### config.mk
export PLATFORM = sky130hd
export DESIGN_NAME = pid_with_integral_clamp_core
export DESIGN_NICKNAME = d
export VERILOG_FILES = /design/src/hdl/pidc_pkg.sv /design/src/hdl/pidc_integ.sv /design/src/hdl/pid_with_integral_clamp_core.sv
export SDC_FILE = /design/constraint.sdc
export NUM_CORES = 2
export LEC_CHECK = 0
export BUFFER_PORTS_ARGS = -buffer_cell sky130_fd_sc_hd__buf_2
export CAP_MARGIN = 10
export CORE_MARGIN = 5
export CORE_UTILIZATION = 52
export DETAILED_ROUTE_END_ITERATION = 10
export PLACE_DENSITY = 0.68
export SLEW_MARGIN = 30
export SYNTH_ARGS = -nofsm -noshare
export SYNTH_HDL_FRONTEND = slang
export SYNTH_SLANG_ARGS = --single-unit
### constraint.sdc
create_clock -name aclk -period 28.9 [get_ports aclk]
set_input_delay 2.89 -clock aclk [delete_from_list [all_inputs] [get_ports aclk]]
set_output_delay 2.89 -clock aclk [all_outputs]
set_load 0.05 [all_outputs]
### src/hdl/pidc_pkg.sv
// ----------------------------------------------------------------------------
// pidc_pkg
// Shared constants for the pid drive core: register indexes, field widths
// and the integral limit scaling.
// ----------------------------------------------------------------------------
`default_nettype none

package pidc_pkg;

    localparam int ErrorW   = 16;   // error sample, Q8.8
    localparam int GainW    = 16;   // gains, Q8.8
    localparam int PropW    = 17;   // negated error, Q9.8
    localparam int DerivW   = 18;   // error difference, Q10.8
    localparam int IntegW   = 32;   // integral, Q16.16
    localparam int IProdW   = 33;   // gain_i * p
    localparam int LimitW   = 31;   // clamp limit
    localparam int DriveW   = 34;   // drive, Q18.16
    localparam int CfgDataW = 31;   // widest register
    localparam int CfgIdxW  = 2;

    // 0.8 in Q0.16, applied as (output limit * LimitMul) >> 16
    localparam int LimitMul      = 52429;
    localparam int OutLimitReset = 65536;
    localparam logic [LimitW-1:0] LimitReset =
        LimitW'((64'(OutLimitReset) * 64'(LimitMul)) >> 16);

    typedef enum logic [CfgIdxW-1:0] {
        REG_GAIN_P    = 2'd0,
        REG_GAIN_I    = 2'd1,
        REG_GAIN_D    = 2'd2,
        REG_OUT_LIMIT = 2'd3
    } cfg_reg_t;

endpackage

`default_nettype wire

### src/hdl/pidc_integ.sv
// ----------------------------------------------------------------------------
// pidc_integ
// Integral accumulator with symmetric anti-windup clamp. One update per load.
// ----------------------------------------------------------------------------
`default_nettype none

module pidc_integ
    import pidc_pkg::*;
(
    input  wire logic                     aclk,
    input  wire logic                     aresetn,
    input  wire logic                     load,
    input  wire logic signed [IProdW-1:0] prod,
    input  wire logic        [LimitW-1:0] limit,
    output logic signed      [IntegW-1:0] integ_next
);

    localparam int AccW = IProdW + 1;

    logic signed [IntegW-1:0] integ_reg;
    logic signed [AccW-1:0]   acc;
    logic signed [AccW-1:0]   lim_pos;
    logic signed [AccW-1:0]   lim_neg;

    always_comb begin
        acc     = AccW'(integ_reg) + AccW'(prod);
        lim_pos = signed'({{(AccW-LimitW){1'b0}}, limit});
        lim_neg = -lim_pos;
        if (acc > lim_pos) begin
            integ_next = IntegW'(lim_pos);
        end else if (acc < lim_neg) begin
            integ_next = IntegW'(lim_neg);
        end else begin
            integ_next = IntegW'(acc);
        end
    end

    always_ff @(posedge aclk) begin
        if (!aresetn) begin
            integ_reg <= '0;
        end else if (load) begin
            integ_reg <= integ_next;
        end
    end

endmodule

`default_nettype wire

### src/hdl/pid_with_integral_clamp_core.sv
// ----------------------------------------------------------------------------
// pid_with_integral_clamp_core
// PID drive: proportional, clamped integral and derivative terms per sample.
// ----------------------------------------------------------------------------
// path: an accepted item passes the input register, then the result register
// throughput: one item per cycle while m_tready allows; an input register and
//   a result register with all products, clamp and sum between, in one pass
// stalls: while the result waits on m_tready, s_tready is low once the input
//   register holds an item
// reset: gains zero, output limit 65536, integral and previous error cleared,
//   first sample after reset has zero derivative; no clearing pass
`default_nettype none

module pid_with_integral_clamp_core
    import pidc_pkg::*;
(
    input  wire logic                aclk,
    input  wire logic                aresetn,
    // configuration
    input  wire logic                cfg_wr_en,
    input  wire logic [CfgIdxW-1:0]  cfg_index,
    input  wire logic [CfgDataW-1:0] cfg_wdata,
    // input samples
    input  wire logic                s_tvalid,
    output logic                     s_tready,
    input  wire logic [15:0]         s_tdata,   // [15:0] error_sample
    // results
    output logic                     m_tvalid,
    input  wire logic                m_tready,
    output logic [39:0]              m_tdata    // [33:0] drive, [39:34] zero
);

    localparam int PProdW = GainW + PropW;
    localparam int DProdW = GainW + DerivW;
    localparam int LimProdW = CfgDataW + 16;

    // configuration registers
    logic signed [GainW-1:0]  gain_p_reg;
    logic signed [GainW-1:0]  gain_i_reg;
    logic signed [GainW-1:0]  gain_d_reg;
    logic        [LimitW-1:0] limit_reg;
    logic        [LimProdW-1:0] lim_prod;

    assign lim_prod = LimProdW'(cfg_wdata) * LimProdW'(LimitMul);

    always_ff @(posedge aclk) begin
        if (!aresetn) begin
            gain_p_reg <= '0;
            gain_i_reg <= '0;
            gain_d_reg <= '0;
            limit_reg  <= LimitReset;
        end else if (cfg_wr_en) begin
            case (cfg_reg_t'(cfg_index))
                REG_GAIN_P:    gain_p_reg <= signed'(cfg_wdata[GainW-1:0]);
                REG_GAIN_I:    gain_i_reg <= signed'(cfg_wdata[GainW-1:0]);
                REG_GAIN_D:    gain_d_reg <= signed'(cfg_wdata[GainW-1:0]);
                REG_OUT_LIMIT: limit_reg  <= lim_prod[LimProdW-1:16];
                default: ;
            endcase
        end
    end

    // handshakes: input register a, result register m
    logic a_valid_reg, m_valid_reg;
    logic m_free, a_ready;
    logic s_accept, m_load;

    assign m_free   = !m_valid_reg || m_tready;
    assign a_ready  = !a_valid_reg || m_free;
    assign s_tready = a_ready;
    assign s_accept = s_tvalid && a_ready;
    assign m_load   = a_valid_reg && m_free;

    always_ff @(posedge aclk) begin
        if (!aresetn) begin
            a_valid_reg <= 1'b0;
            m_valid_reg <= 1'b0;
        end else begin
            if (a_ready) a_valid_reg <= s_tvalid;
            if (m_free)  m_valid_reg <= a_valid_reg;
        end
    end

    // input register: negate sample, form difference from previous error
    logic signed [PropW-1:0]  p_next;
    logic signed [DerivW-1:0] d_next;
    logic signed [PropW-1:0]  prev_err_reg;
    logic                     started_reg;
    logic signed [PropW-1:0]  a_p_reg;
    logic signed [DerivW-1:0] a_d_reg;

    always_comb begin
        p_next = -PropW'(signed'(s_tdata[ErrorW-1:0]));
        d_next = started_reg ? (DerivW'(p_next) - DerivW'(prev_err_reg)) : '0;
    end

    always_ff @(posedge aclk) begin
        if (!aresetn) begin
            prev_err_reg <= '0;
            started_reg  <= 1'b0;
        end else if (s_accept) begin
            prev_err_reg <= p_next;
            started_reg  <= 1'b1;
        end
    end

    always_ff @(posedge aclk) begin
        if (s_accept) begin
            a_p_reg <= p_next;
            a_d_reg <= d_next;
        end
    end

    // three independent products, integral update and final sum
    logic signed [PProdW-1:0] pp;
    logic signed [IProdW-1:0] ip;
    logic signed [DProdW-1:0] dp;
    logic signed [IntegW-1:0] integ_next;
    logic signed [DriveW-1:0] drive_next;
    logic signed [DriveW-1:0] drive_reg;

    always_comb begin
        pp = PProdW'(gain_p_reg) * PProdW'(a_p_reg);
        ip = IProdW'(gain_i_reg) * IProdW'(a_p_reg);
        dp = DProdW'(gain_d_reg) * DProdW'(a_d_reg);
    end

    pidc_integ u_integ (
        .aclk       (aclk),
        .aresetn    (aresetn),
        .load       (m_load),
        .prod       (ip),
        .limit      (limit_reg),
        .integ_next (integ_next)
    );

    assign drive_next = DriveW'(pp) + DriveW'(dp) + DriveW'(integ_next);

    always_ff @(posedge aclk) begin
        if (m_load) begin
            drive_reg <= drive_next;
        end
    end

    assign m_tvalid = m_valid_reg;
    assign m_tdata  = {{(40-DriveW){1'b0}}, drive_reg};

`ifndef ASSERT_OFF
    logic signed [IntegW+1:0] lim_chk;
    assign lim_chk = signed'({3'b000, limit_reg});

    // integral stored with each item stays inside the limit
    a_integ_in_limit: assert property (@(posedge aclk) disable iff (!aresetn)
        m_load |-> (integ_next <= lim_chk && integ_next >= -lim_chk))
        else $error("integral outside clamp limit");

    // first sample after reset carries no derivative
    a_first_deriv: assert property (@(posedge aclk) disable iff (!aresetn)
        (s_accept && !started_reg) |=> (a_d_reg == '0) && started_reg)
        else $error("nonzero derivative on first sample");

    // an accepted item always lands in the input register with its error kept
    a_accept_loads: assert property (@(posedge aclk) disable iff (!aresetn)
        s_accept |=> a_valid_reg && (prev_err_reg == a_p_reg))
        else $error("accepted item not captured");
`endif

endmodule

`default_nettype wire

==> Word-level counts from Yosys, hierarchy flattened <==
Index checks and enable logic that the tools add are counted.
{ "op_classes": {"magnitude_cmp": 2, "reduce_logical": 11, "add_sub_neg": 6, "mul": 4, "n_eq_ne": 3, "mux": 2} }
{ "ops": {"columns": ["cell", "n"], "rows": [
  ["16-bit by 17-bit multiplier with 33-bit output", 2],
  ["32-bit 2-to-1 mux", 2],
  ["31-bit by 16-bit multiplier with 47-bit output, second input constant", 1],
  ["32-bit by 33-bit adder with 34-bit output", 1],
  ["33-bit by 34-bit adder with 34-bit output", 1],
  ["34-bit by 32-bit adder with 34-bit output", 1],
  ["34-bit by 32-bit > comparator with 1-bit output", 1],
  ["34-bit < comparator", 1],
  ["16-bit by 18-bit multiplier with 34-bit output", 1],
  ["31-bit negator with 34-bit output", 1],
  ["17-bit by 17-bit subtractor with 18-bit output", 1],
  ["16-bit negator with 17-bit output", 1],
  ["2-bit AND reduction", 4],
  ["2-bit == test, second input constant", 2],
  ["2-bit by 1-bit == test with 1-bit output, second input constant", 1],
  ["1-bit logical AND", 2],
  ["1-bit logical NOT", 2],
  ["2-bit logical NOT", 1],
  ["1-bit logical OR", 2]
]} }
{ "word_totals": {"word_cells": 40, "ff_bits": 200, "input_bits": 54} }

==> Logic depth before layout (Yosys ltp) <==
{ "logic_depth": {"word_depth": 6, "ltp_mapped": 64, "ltp_nobuf": 61} }

==> Hierarchy <==
From an unflattened synthesis, not the netlist that was laid out.
{ "unflattened": {"cells_unflattened": 5855, "hier_area_um2": 53478.8} }
{ "by_module_without_submodules": {"columns": ["mod", "cells_per_inst", "area_per_inst_um2", "instances"], "rows": [
  ["pid_with_integral_clamp_core", 4995, 47354.2, 1],
  ["pidc_integ", 860, 6124.6, 1]
]} }

==> Worst setup path after synthesis <==
No wires, ideal clock.
{ "synth_path": {"kind": "reg-to-reg", "startpoint": "reg a_p_reg[10]", "endpoint": "reg drive_reg[32], data pin", "slack_ns": 13.738, "setup_ns": 0.258, "arrival_ns": 14.905, "t_required_ns": 28.642, "path_stages_with_launch": 58, "path_buffers": 2, "cell_sequence": "edfxtp_1 > clkbuf_1 > nand2_1 > fa_1 > fa_1 > fa_1 > fa_1 > inv_1 > fa_1 > inv_1 > fa_1 > inv_1 > ha_1 > and3_1 > a221o_1 > a31o_1 > nor2_1 > o21bai_1 > [... 22 more ...] > fa_1 > inv_1 > fa_1 > inv_1 > fa_1 > inv_1 > fa_1 > inv_1 > ha_1 > a21o_1 > a21oi_1 > o211ai_1 > a31o_2 > a2111oi_0 > o21ai_0 > a41o_1 > a21oi_1 > xnor2_1"} }
{ "synth_via": {"elab_chain_len": 6, "elab_cells_between_ends": 9, "cone_classes": "add/sub (3); mul (2); order compare (2); mux (2)"} }
{ "synth_rtl": {"columns": ["item", "line", "source"], "rows": [
  ["start: declaration", "pid_with_integral_clamp_core.sv:89", "logic signed [PropW-1:0] a_p_reg;"],
  ["start signal: assignment", "pid_with_integral_clamp_core.sv:109", "a_p_reg <= p_next;"],
  ["16-bit by 17-bit multiplier with 33-bit output (*)", "pid_with_integral_clamp_core.sv:124", "ip = IProdW'(gain_i_reg) * IProdW'(a_p_reg);"],
  ["32-bit by 33-bit adder with 34-bit output (*)", "pidc_integ.sv:26", "acc = AccW'(integ_reg) + AccW'(prod);"],
  ["34-bit < comparator", "pidc_integ.sv:31", "end else if (acc < lim_neg) begin"],
  ["32-bit 2-to-1 mux", "pidc_integ.sv:31", null],
  ["32-bit 2-to-1 mux (*)", "pidc_integ.sv:29", "if (acc > lim_pos) begin"],
  ["net integ_next[10]", "pid_with_integral_clamp_core.sv:118", "logic signed [IntegW-1:0] integ_next;"],
  ["34-bit by 32-bit adder with 34-bit output (*)", "pid_with_integral_clamp_core.sv:137", "assign drive_next = DriveW'(pp) + DriveW'(dp) + DriveW'(integ_next);"],
  ["net drive_next[32]", "pid_with_integral_clamp_core.sv:119", "logic signed [DriveW-1:0] drive_next;"],
  ["end signal: assignment", "pid_with_integral_clamp_core.sv:141", "drive_reg <= drive_next;"],
  ["end: declaration", "pid_with_integral_clamp_core.sv:120", "logic signed [DriveW-1:0] drive_reg;"]
]} }
The timed path passes the listed nets; every way through them passes the cells marked *.
A chain may end at the register's enable or synchronous reset.

==> Worst setup path in the final report <==
{ "layout_path": {"startpoint": "reg a_p_reg[7]", "endpoint": "reg drive_reg[33], data pin"} }
The elaborated chain is that of the path after synthesis.

==> results.sh <==
export IMPL_hp_class="register to register"
export IMPL_cp_start_kind="register"
export IMPL_antenna_found_initial=5
export IMPL_fin_nets=7452
export IMPL_setup_worst_path_end_class="register"
export IMPL_cts_hold_buf=0
export IMPL_cp_slowest_cell="a2111oi_0"
export IMPL_cpMostUsedCell="fa_1"
export IMPL_required_ps=29150
export IMPL_ys_ff_latch=200
export IMPL_crit_arrival_ps=18070
export IMPL_netlist_area_leader_share_pct=44.19
export IMPL_finalSetupViolations=0
export IMPL_globalRouteTotalUtil_pct=26.32
export IMPL_die_w_um=330.0
export IMPL_ys_flop_type="dfxtp_1"
export IMPL_hold_viol_final=0
export IMPL_grt_max_degree=75
export IMPL_final_fill_count=9244
export IMPL_period_share_pct=61.66
export IMPL_overflow=0
export IMPL_syn_area_per_cell_um2=9.202
export IMPL_yosysUniqueCellTypes=85
export IMPL_seq_area_frac_synth_pct=8.819
export IMPL_drt_pass1_iter_count=6
export IMPL_tightest_slew_ps=1172
export IMPL_clockRootBuffer="clkbuf_16"
export IMPL_row_count=117
export IMPL_cts_resized=0
export IMPL_grt_pass1_wl_um=222900
export IMPL_numClockSinks=200
export IMPL_setup_tns_ps=0
export IMPL_drv_cap=0
export IMPL_status="complete, no violations"
export IMPL_drt_iter0_drc=2937
export IMPL_fin_skew_ps=29.07
export IMPL_synth_top_area_cell="fa_1"
export IMPL_place_congestion=0.9464
export IMPL_slew_violations=0
export IMPL_drt_wl_total_um=136600
export IMPL_cts_buffer_depth=2
export IMPL_worst_setup_path_type="register to register"
export IMPL_core_region_area_um2=101700
export IMPL_largest_register_ffs=34
export IMPL_syn_inst=5785
export IMPL_synth_edf_count=69
export IMPL_dpl_hpwl_um=114000
export IMPL_synth_warnings=0
export IMPL_synth_area_um2=53230
export IMPL_cts_setup_buffers=0
export IMPL_rsz0062_at_grt="no"
export IMPL_cts_tree="done"
export IMPL_relSlewSlack_pct=19.86
export IMPL_antenna_left=0
export IMPL_crit_fanout=32
export IMPL_fmax_mhz=56.12
export IMPL_start_util_pct=52.32
export IMPL_die_h_um=330.0
export IMPL_num_vias=38126
export IMPL_die_area_um2=108900
export IMPL_cts_buffers=17
export IMPL_drive_above_1_share_pct=3.720
export IMPL_num_io_pins=96
export IMPL_async_reset_ff_share_pct=0
export IMPL_drc=0
export IMPL_area_growth_pct=4.226
export IMPL_grt_pass1_vias=40820
export IMPL_min_period_ps=17820
export IMPL_critPathMaxStageDelay_ps=940
export IMPL_wl_per_cell_um=19.25
export IMPL_clkSlewWorstSetupHoldPaths_ps=90
export IMPL_insertion_delay_ps=530
export IMPL_htree_levels=4
export IMPL_synth_area_top_cells="fa_1, ha_1, inv_1"
export IMPL_vias_per_cell=5.372
export IMPL_portBuffers=89
[cell usage after synthesis, drive strengths merged (11+ instances only)]
cell type  count
clkbuf       203
nor2          92
nand2        702
o21bai        17
or2           11
o21ai        111
nor4          11
a211oi        24
nor2b         16
nand3         74
and2         338
edfxtp        69
buf           25
xor2          41
nand4         20
o21a          21
o221ai        14
nand2b        41
and3          21
dfxtp        131
inv         1526
xnor2        117
mux2i         22
or3           17
mux2          13
a31oi         14
a21o          44
fa          1175
a21oi        193
nor3          40
ha           510
[cells by family after synthesis]
kind of cell	synth area share (%)
compound gates	6.445
fa+ha+maj	56.18
simple gates	12.76
buf+inv	12.50
flops	8.819
mux	0.6887
other cells	0.007045
xor+xnor	2.600
[cells in the final DEF, fill, tap and decap left out, drive strengths merged, types with 8 or more instances in the layout]
master / synthesis / routed
o21ai: 111 / 111
xor2: 41 / 41
and2: 338 / 338
nor3: 40 / 40
nor4: 11 / 11
nand2: 702 / 702
o21bai: 17 / 17
nand2b: 41 / 41
or3: 17 / 17
inv: 1526 / 1532
o31a: 9 / 9
a31oi: 14 / 14
buf: 25 / 132
a21oi: 193 / 193
xnor2: 117 / 117
mux2i: 22 / 22
mux2: 13 / 13
nand4: 20 / 20
o211ai: 10 / 10
a21o: 44 / 44
nor2: 92 / 92
o31ai: 9 / 9
a211o: 8 / 8
clkbuf: 203 / 19
or4: 10 / 10
nand3: 74 / 74
nor2b: 16 / 16
o221ai: 14 / 14
ha: 510 / 510
fa: 1175 / 1175
edfxtp: 69 / 69
dfxtp: 131 / 131
or2: 11 / 11
o21a: 21 / 21
a211oi: 24 / 24
and3: 21 / 21
[area by class of cell]
type,count,area (µm²),share of cell area (%)
Multi-Input combinational cell,3834,41920,75.55
Inverter,1528,5736,10.34
Sequential cell,200,4696,8.464
Tap cell,1368,1712,3.085
Timing Repair Buffer,132,768.2,1.385
Clock buffer,19,442.9,0.7983
Clock inverter,13,201.4,0.3631
Antenna cell,3,7.507,0.01353
[metal layers]
| layer | up-vias | share of wire (%) | GRT usage [%] |
|---|---|---|---|
| met1 | 19426 | 42 | 36.22 |
| li1 | 17180 | - | - |
| met3 | 195 | 8.0 | 4.843 |
| met5 | - | 0 | 0 |
| met4 | 0 | 3.4 | 8.305 |
| met2 | 1325 | 47 | 42.73 |
[critical path: cells and delay by family (launching register included)]
family / cells / cell delay, ps
buf+inv: 11 / 840
xor+xnor: 2 / 310
fa+ha+maj: 17 / 7950
compound gates: 16 / 5410
mux: 1 / 210
simple gates: 9 / 2450
flops: 1 / 370
[per-stage QoR]
| stage | hold WS (ps) | setup slack, ps | util (%) | instances | instance area (µm²) |
|---|---|---|---|---|---|
| 2_1_floorplan | 436.3 | 13740 | - | 5790 | 53250 |
| 3_3_place_gp | 441.8 | 11650 | 53.87 | 7062 | 54810 |
| 3_5_place_dp | 447.4 | 11260 | 53.88 | 7062 | 54820 |
| 4_1_cts | 460.1 | 11250 | 54.51 | 7094 | 55460 |
| 5_1_grt | 473.8 | 10370 | 54.53 | 7095 | 55480 |
| 6_report | 458.7 | 11080 | 54.53 | 7097 | 55480 |
[worst paths after layout]
kind                                 start                       endpoint  slack (ps)  cells after the start
max                   a_p_reg[7]$_DFFE_PP_        drive_reg[33]$_DFFE_PP_       11080                     56
min          prev_err_reg[13]$_SDFFE_PN0P_  prev_err_reg[13]$_SDFFE_PN0P_         460                      2
max reg2reg           a_p_reg[7]$_DFFE_PP_        drive_reg[33]$_DFFE_PP_       11080                     56
min reg2reg  prev_err_reg[13]$_SDFFE_PN0P_  prev_err_reg[13]$_SDFFE_PN0P_         460                      2
Power is left out: the tool's default activity adds up to more than one toggle a clock period on the data nets, which glitch-free logic cannot reach.
